$ cat config.mk
export PLATFORM = sky130hd
export DESIGN_NAME = least_loaded_bin_selector
export DESIGN_NICKNAME = d
export VERILOG_FILES = /design/src/rtl/core/lbs_pkg.sv /design/src/rtl/core/lbs_cell.sv /design/src/rtl/core/least_loaded_bin_selector.sv
export SDC_FILE = /design/constraint.sdc
export NUM_CORES = 2
export LEC_CHECK = 0
export CORE_MARGIN = 2
export CORE_UTILIZATION = 60
export CTS_BUF_LIST = sky130_fd_sc_hd__clkbuf_4
export DETAILED_ROUTE_END_ITERATION = 10
export DONT_BUFFER_PORTS = 1
export PLACE_DENSITY = 0.83
export SLEW_MARGIN = 0
export SYNTH_ARGS = -nofsm -noshare
export SYNTH_HDL_FRONTEND = slang
export SYNTH_SLANG_ARGS = --single-unit
export TNS_END_PERCENT = 30
$ cat constraint.sdc
create_clock -name clk -period 2.6 [get_ports clk]
set_input_delay 0.26 -clock clk [delete_from_list [all_inputs] [get_ports clk]]
set_output_delay 0.26 -clock clk [all_outputs]
set_load 0.05 [all_outputs]
$ cat src/rtl/core/lbs_pkg.sv
`default_nettype none

package lbs_pkg;

	// Default build of the bin row.
	localparam int NUM_BINS_DEF  = 64;
	localparam int LOAD_BITS_DEF = 16;

	// Width of bin numbers on the ports and of the bins_in_use register.
	localparam int BIN_W = 7;

	// Value of bins_in_use after reset.
	localparam logic [BIN_W-1:0] BINS_IN_USE_RST = 7'd64;

endpackage

`default_nettype wire

$ cat src/rtl/core/lbs_cell.sv
`default_nettype none

module lbs_cell #(
	parameter int LOAD_BITS = 16,
	parameter int IDX_W     = 6,
	parameter int INDEX     = 0
) (
	input  wire                         clk,
	input  wire                         arst_n,
	input  wire  [lbs_pkg::BIN_W-1:0]   act_n,
	input  wire                         prev_vld,
	input  wire  [LOAD_BITS-1:0]        prev_load,
	input  wire  [IDX_W-1:0]            prev_idx,
	output logic                        next_vld,
	output logic [LOAD_BITS-1:0]        next_load,
	output logic [IDX_W-1:0]            next_idx,
	input  wire                         inc_en,
	input  wire  [IDX_W-1:0]            inc_idx
);
	import lbs_pkg::*;

	localparam logic [IDX_W-1:0] MY_IDX = IDX_W'(INDEX);

	logic [LOAD_BITS-1:0] load_q;
	logic                 next_vld_q;
	logic [LOAD_BITS-1:0] next_load_q;
	logic [IDX_W-1:0]     next_idx_q;
	logic                 active;
	logic                 take;

	// A bin beyond the number in use only passes the candidate along.
	assign active = (INDEX < (1 << BIN_W)) && (BIN_W'(INDEX) < act_n);
	// Strictly smaller wins, so the lowest index keeps a tie.
	assign take   = active && (load_q < prev_load);

	always_ff @(posedge clk or negedge arst_n) begin
		if (!arst_n) begin
			load_q     <= '0;
			next_vld_q <= 1'b0;
		end else begin
			next_vld_q <= prev_vld;
			if (inc_en && (inc_idx == MY_IDX) && (load_q != {LOAD_BITS{1'b1}})) begin
				load_q <= load_q + 1'b1;
			end
		end
	end

	always_ff @(posedge clk) begin
		if (prev_vld) begin
			next_load_q <= take ? load_q : prev_load;
			next_idx_q  <= take ? MY_IDX : prev_idx;
		end
	end

	assign next_vld  = next_vld_q;
	assign next_load = next_load_q;
	assign next_idx  = next_idx_q;

endmodule

`default_nettype wire

$ cat src/rtl/core/least_loaded_bin_selector.sv
// Least loaded bin selector.
//
// Each word on the request channel (in_valid, in_ready, request_bin) names a
// bin from 1 to bins_in_use, or asks with 0 for the bin with the smallest
// load count, the lowest bin number winning a tie. The chosen bin's count is
// incremented, saturating at its maximum, and one word leaves on the result
// channel (out_valid, out_ready, chosen_bin, rejected). A request above the
// number of bins in use gives chosen_bin 0 with rejected set and leaves all
// counts unchanged. The user writes bins_in_use via cfg_we/cfg_wdata only while the
// block is idle, unchecked by the block; 0 acts as 1, over NUM_BINS as NUM_BINS.
//
// The counts live in a row of NUM_BINS cells. An automatic choice sends a
// candidate down the row, one cell per cycle, and the chosen bin enters a
// decision register; a named or rejected request goes there directly. The
// decision then moves to the output register, and the next request is taken
// while it waits there. If the receiver stalls with a result still held,
// the next decision waits until the output register frees up.
// Reset clears all counts at once, sets bins_in_use to 64 and empties the
// output register.
`default_nettype none

module least_loaded_bin_selector #(
	parameter int NUM_BINS  = lbs_pkg::NUM_BINS_DEF,
	parameter int LOAD_BITS = lbs_pkg::LOAD_BITS_DEF
) (
	input  wire                        clk,
	input  wire                        arst_n,
	input  wire                        cfg_we,
	input  wire  [lbs_pkg::BIN_W-1:0]  cfg_wdata,
	input  wire                        in_valid,
	output logic                       in_ready,
	input  wire  [lbs_pkg::BIN_W-1:0]  request_bin,
	output logic                       out_valid,
	input  wire                        out_ready,
	output logic [lbs_pkg::BIN_W-1:0]  chosen_bin,
	output logic                       rejected
);
	import lbs_pkg::*;

	localparam int IDX_W = $clog2(NUM_BINS);

	// Controller states.
	localparam logic [1:0] S_IDLE  = 2'd0;
	localparam logic [1:0] S_SWEEP = 2'd1;
	localparam logic [1:0] S_PUSH  = 2'd2;

	logic [1:0]       state_q;
	logic [BIN_W-1:0] bins_in_use_q;
	logic [BIN_W-1:0] act_n;

	// Decision held until the output register can take it.
	logic             rej_q;
	logic [BIN_W-1:0] pick_q;
	logic [IDX_W-1:0] inc_idx_q;

	logic             out_vld_q;
	logic [BIN_W-1:0] out_bin_q;
	logic             out_rej_q;

	logic             accept;
	logic             push;
	logic             inc_en;
	logic [BIN_W-1:0] req_m1;

	// Candidate path through the cell row.
	logic                 tok_vld  [NUM_BINS+1];
	logic [LOAD_BITS-1:0] tok_load [NUM_BINS+1];
	logic [IDX_W-1:0]     tok_idx  [NUM_BINS+1];

	always_comb begin
		act_n = bins_in_use_q;
		if (bins_in_use_q == '0) begin
			act_n = BIN_W'(1);
		end else if (32'(bins_in_use_q) > NUM_BINS) begin
			act_n = BIN_W'(NUM_BINS);
		end
	end

	assign in_ready = (state_q == S_IDLE);
	assign accept   = in_valid && in_ready;
	assign push     = (state_q == S_PUSH) && (!out_vld_q || out_ready);
	// The count moves at the same edge that the result enters the output register.
	assign inc_en   = push && !rej_q;
	assign req_m1   = request_bin - 1'b1;

	// The candidate enters the first cell with the largest load, so the
	// first bin always replaces it unless it is saturated too.
	assign tok_vld[0]  = accept && (request_bin == '0);
	assign tok_load[0] = {LOAD_BITS{1'b1}};
	assign tok_idx[0]  = '0;

	for (genvar k = 0; k < NUM_BINS; k++) begin : g_cell
		lbs_cell #(
			.LOAD_BITS (LOAD_BITS),
			.IDX_W     (IDX_W),
			.INDEX     (k)
		) u_cell (
			.clk       (clk),
			.arst_n    (arst_n),
			.act_n     (act_n),
			.prev_vld  (tok_vld[k]),
			.prev_load (tok_load[k]),
			.prev_idx  (tok_idx[k]),
			.next_vld  (tok_vld[k+1]),
			.next_load (tok_load[k+1]),
			.next_idx  (tok_idx[k+1]),
			.inc_en    (inc_en),
			.inc_idx   (inc_idx_q)
		);
	end

	always_ff @(posedge clk or negedge arst_n) begin
		if (!arst_n) begin
			bins_in_use_q <= BINS_IN_USE_RST;
		end else if (cfg_we) begin
			bins_in_use_q <= cfg_wdata;
		end
	end

	always_ff @(posedge clk or negedge arst_n) begin
		if (!arst_n) begin
			state_q <= S_IDLE;
		end else begin
			case (state_q)
				S_IDLE: begin
					if (accept) begin
						state_q <= (request_bin == '0) ? S_SWEEP : S_PUSH;
					end
				end
				S_SWEEP: begin
					if (tok_vld[NUM_BINS]) begin
						state_q <= S_PUSH;
					end
				end
				S_PUSH: begin
					if (push) begin
						state_q <= S_IDLE;
					end
				end
				default: begin
					state_q <= S_IDLE;
				end
			endcase
		end
	end

	always_ff @(posedge clk) begin
		if (accept) begin
			rej_q     <= (request_bin > act_n);
			pick_q    <= (request_bin > act_n) ? '0 : request_bin;
			inc_idx_q <= IDX_W'(req_m1);
		end else if ((state_q == S_SWEEP) && tok_vld[NUM_BINS]) begin
			rej_q     <= 1'b0;
			pick_q    <= BIN_W'(tok_idx[NUM_BINS]) + 1'b1;
			inc_idx_q <= tok_idx[NUM_BINS];
		end
	end

	always_ff @(posedge clk or negedge arst_n) begin
		if (!arst_n) begin
			out_vld_q <= 1'b0;
		end else if (push) begin
			out_vld_q <= 1'b1;
		end else if (out_ready) begin
			out_vld_q <= 1'b0;
		end
	end

	always_ff @(posedge clk) begin
		if (push) begin
			out_bin_q <= pick_q;
			out_rej_q <= rej_q;
		end
	end

	assign out_valid  = out_vld_q;
	assign chosen_bin = out_bin_q;
	assign rejected   = out_rej_q;

endmodule

`default_nettype wire

Word level (Yosys, flattened, before mapping)
Cells that the tools add are included.
Storage, ports and cells
  input bits: 19
  word-level logic and storage cells: 875
  register bits after elaboration: 2449
  output and inout bits: 10
Operators by class
  muxes and demuxes: 78
  $lt $le $gt $ge: 130
  reductions and logical operators: 207
  add/sub/neg operators: 66
  equality and inequality tests: 132
Operators by type and width (number)
  $add A16 B1 Y16 const B: 64
  $ne A16 B16 Y1 const B: 64
  $lt A16 B16 Y1: 63
  $mux W16: 62
  $lt A6 B7 Y1 const A: 32
  $logic_and A1 B1 Y1: 197
  $eq A6 B6 Y1 const B: 32
  $lt A5 B7 Y1 const A: 16
  $eq A6 B5 Y1 const B: 16
  $lt A4 B7 Y1 const A: 8
  $eq A6 B4 Y1 const B: 8
  $mux W7: 5
  $lt A3 B7 Y1 const A: 4
  $eq A6 B3 Y1 const B: 4
  $lt A16 B16 Y1 const B: 1
  $logic_not A7 Y1: 2
  $lt A1 B7 Y1 const A: 2
  $lt A2 B7 Y1 const A: 2
  $eq A6 B2 Y1 const B: 2
  $mux W6: 2
  $mux W2: 4
  $add A6 B1 Y7 const B: 1
  $gt A7 B7 Y1: 1
  $gt A7 B7 Y1 const B: 1
  other kinds (14): 20

Depth between registers and ports, before layout
  word-level depth: 6
  gate-level depth with buffers: 14
  gate-level depth less buffers: 11

Worst setup path before layout
No wires, ideal clock.
  path type: reg-to-reg
  from: register g_cell[42].u_cell.load_q[11]
  to: register g_cell[42].u_cell.next_load_q[10], data pin
  data arrival time: 2.439 ns
  stages on the path, launching flop included: 9
  path slack: -0.098 ns
  setup time: 0.260 ns
  data required time: 2.340 ns
  buffers on the path: 1
  period minus slack after synthesis: 2.698 ns
  cell sequence: dfrtp_1 > ha_1 > a21oi_1 > o21ai_1 > a2111oi_0 > a211oi_1 > a2111oi_4 > buf_2 > mux2_2
On the way
  longest elaborated chain between the ends: 3
Ends and longest elaborated chain
  from (decl): line lbs_cell.sv:24  | logic [LOAD_BITS-1:0] load_q;
  from (signal assigned): line lbs_cell.sv:43  | load_q <= load_q + 1'b1;
  $lt A16 B16 Y1: line lbs_cell.sv:34  | assign take = active && (load_q < prev_load);
  $logic_and A1 B1 Y1: line lbs_cell.sv:34
  $mux W16: line lbs_cell.sv:50  | next_load_q <= take ? load_q : prev_load;
  to (signal assigned): line lbs_cell.sv:50
  to (decl): line lbs_cell.sv:26  | logic [LOAD_BITS-1:0] next_load_q;
Every way passes these cells.
A chain may end at the register's enable or synchronous reset.

Worst setup path after layout
  from: register g_cell[41].u_cell.next_load_q[10]
  to: register g_cell[42].u_cell.next_load_q[0], data pin
On the way
  longest elaborated chain between the ends: 3
Ends and longest elaborated chain (line)
  from (decl): lbs_cell.sv:26
  from (signal assigned): lbs_cell.sv:50
  $lt A16 B16 Y1: lbs_cell.sv:34
  $logic_and A1 B1 Y1: lbs_cell.sv:34
  $mux W16: lbs_cell.sv:50
Every way passes these cells.

==> results.json <==
{
  "hp-start": "out_ready",
  "crit_path_start_kind": "flip-flop",
  "synth_nets": 11612,
  "ctsLongestPathBuffers": 4,
  "async_flop_share": 0.4483,
  "ir_worst_vdd_uv": 575.7,
  "seqPwrFrac": 0.508,
  "cp.arrival_ns": 3.96,
  "nFillCells": 13351,
  "ys.flop_type": "edfxtp_1",
  "grt_pass1_vias": 93315,
  "rsz0062_at_grt": "yes",
  "portBuffers": 0,
  "synth_cells": 10575,
  "reg2regPathDepth": 10,
  "layout_commonest_cell": "edfxtp_1",
  "setup_viol": 179,
  "grt_max_degree": 240,
  "p_per_area_nw_per_um2": 538.3,
  "total_power_mw": 80.74,
  "fin_crit_ns": 2.823,
  "clk_pin_slew_ns": 0.07,
  "maxSlewHeadroom": 0.1682,
  "nets": 12988,
  "drt_iter0_markers": 6915,
  "die_y_um": 466.0,
  "vias": 90231,
  "die_w_um": 466.0,
  "maxCapViolations": 0,
  "status": "finished with violations",
  "mostFrequentLayoutCells": "edfxtp_1 (1351), dfrtp_1 (1093), inv_1 (1003)",
  "yosys_warnings": 0,
  "root_buffer": "clkbuf_4",
  "drc_errors": 0,
  "post-dp-hpwl_um": 221500,
  "met1_usage": 0.3587,
  "synth_seq_cells": 2449,
  "cp_max_fo": 5,
  "worst_setup_path_end_kind": "flip-flop",
  "grt_util_met2": 0.4748,
  "avgViaCountPerCell": 5.892,
  "hold_slack_ns": 0.1897,
  "violations": "negative setup slack",
  "grt_usage": 0.2891,
  "drt-pass1-iter-count": 8,
  "max_freq_ghz": 0.3543,
  "r2r-start": "g_cell[41].u_cell.next_load[10]",
  "core-area_um2": 212100,
  "setup_slack_ns": -0.2226,
  "fin_crit_sh": 1.086,
  "hold_depth": 7,
  "hold_end": "g_cell[0].u_cell.load_q[15]",
  "drive_gt1_frac": 0.2708,
  "worstMarginPinSlew_ns": 1.248,
  "fin_tns_setup_ns": -14.17,
  "switching_share": 0.2365,
  "worstSetupPathType": "reg -> reg",
  "num_rows": 169,
  "clkPwrFrac": 0.430,
  "crit_start": "g_cell[41].u_cell.next_load[10]",
  "synth_cell_types": 102,
  "grt_remaining_overflow": 0,
  "p_sw_mw": 19.10,
  "avgSynthCellArea_um2": 12.11,
  "min_path_type": "in -> reg",
  "area_growth_pct": 17.13,
  "antenna_found_initial": 20,
  "grt_util_met3": 0.06188,
  "cts_max_level": 6,
  "wl_per_cell_um": 21.06,
  "power_frac_comb": 0.062,
  "cts_made_buffers": 634,
  "netlist_area_um2": 128000,
  "rrSetupSlack_ns": -0.22,
  "grt_pass1_wl_um": 500400,
  "hold_violations": 0,
  "gp_congestion": 0.9223,
  "initial_utilization": 0.6037,
  "boundaryPins": 29,
  "internal-power_mw": 61.64,
  "cts.sinks": 2449,
  "r2r-end": "g_cell[42].u_cell.next_load[0]",
  "p_leak_nw": 69.16,
  "drv_slew": 0,
  "dieArea_um2": 217100,
  "skew_ns": 0.1230,
  "seq_area_frac_synth": 0.5314,
  "clock_latency_ns": 1.44,
  "synth-edff-count": 1351,
  "totalWireLength_um": 322500,
  "cts_tree": "done",
  "worstPathRequired_ns": 3.73,
  "top_usage_layer": "met2",
  "ant_nets": 0
}
-- kinds of logic after synthesis --
| logic type | after synthesis | share of synthesized area |
|---|---|---|
| compound gates | 1014 | 0.05381 |
| xor+xnor | 914 | 0.06252 |
| fa+ha+maj | 1018 | 0.09947 |
| buf+inv | 1248 | 0.03825 |
| flops | 2449 | 0.5314 |
| mux | 1072 | 0.09392 |
| simple gates | 2860 | 0.1206 |
-- metrics by stage --
stage,setup WS [ns],cells,area (um2),util
after floorplan,0.002703,10575,128100,-
after global routing,-0.2624,15307,150000,0.7071
after detailed placement,-0.8366,13980,137700,0.6494
after global placement,-0.7555,13980,137700,0.6494
after CTS,-0.1943,15215,147500,0.6957
final,-0.2226,15314,150000,0.7072
-- critical path, stage by stage, from the launching register on --
cell       delay (ns)
edfxtp_1         0.42
inv_1            0.09
ha_1             0.25
nand2_1          0.13
o21ai_4          0.09
a2111oi_4        0.41
a211oi_2         0.17
a2111oi_4        0.29
buf_4            0.24
clkbuf_16        0.17
mux2_4           0.29
-- flip-flops by register name, summed over array words and instances, names as in the netlist --
name / cells
bins_in_use_q: 7
chosen_bin: 7
g_cell.u_cell.load_q: 1024
g_cell.u_cell.next_idx: 321
g_cell.u_cell.next_load: 1008
g_cell.u_cell.next_vld: 64
inc_idx_q: 6
out_valid: 1
pick_q: 7
rej_q: 1
rejected: 1
state_q: 2
-- worst max path at each step --
stage,end,depth (start not counted)
2_1_floorplan,g_cell[37].u_cell.next_load[10],7
3_3_place_gp,g_cell[20].u_cell.load_q[5],3
3_5_place_dp,g_cell[20].u_cell.load_q[5],3
4_1_cts,g_cell[32].u_cell.next_load[1],9
5_1_grt,g_cell[32].u_cell.next_load[3],10
6_report,g_cell[42].u_cell.next_load[0],10
-- final cells by class --
class | count | area (um2) | area share
diodes | 21 | 52.55 | 0.0003504
clock inverters | 161 | 824.5 | 0.005498
well taps | 2821 | 3530 | 0.02353
repair buffers | 962 | 8971 | 0.05982
clock buffers | 996 | 7477 | 0.04985
inverters | 1022 | 3836 | 0.02558
multi-input cells | 6882 | 57240 | 0.3816
flip-flops and latches | 2449 | 68050 | 0.4537
-- Yosys cell counts, types with 270 or more instances --
cell type / count / area, um2
edfxtp_1: 1351 / 40570
dfrtp_1: 1097 / 27450
inv_1: 1021 / 3832
ha_1: 1018 / 12740
mux2_2: 998 / 11240
nand2_1: 648 / 2432
xnor2_1: 644 / 5640
nand3_1: 409 / 2047
nor2_1: 380 / 1426
nand4_1: 330 / 2064
a21oi_1: 306 / 1531
xor2_1: 270 / 2365
-- power by group through the flow --
stage	registers, mW	logic [mW]	clock network (mW)
floorplan	41.8	2.31	0
global placement	41.8	4.00	0
detailed placement	41.8	4.10	0
CTS	41.0	4.48	35.1
global route	41.0	5.26	37.3
finish	41.0	5.00	34.7
-- what timing repair did --
item                                   4_1_cts  5_1_grt
endpoints found under the hold margin      960      432
cloned                                      11       21
gates resized for setup                    144      348
setup endpoints to repair                  634      923
pin swaps                                   48       93
hold buffers                                50        6
setup buffers                               18       55
-- routing by layer --
metal,share of wire,wire length [um],vias to the layer above
met3,0.069,22220,956
met4,0.056,18060,6
li1,-,-,41283
met1,0.39,126200,44653
met5,0.00012,39,-
met2,0.48,156000,3333
(Power assumes the default switching activity.)
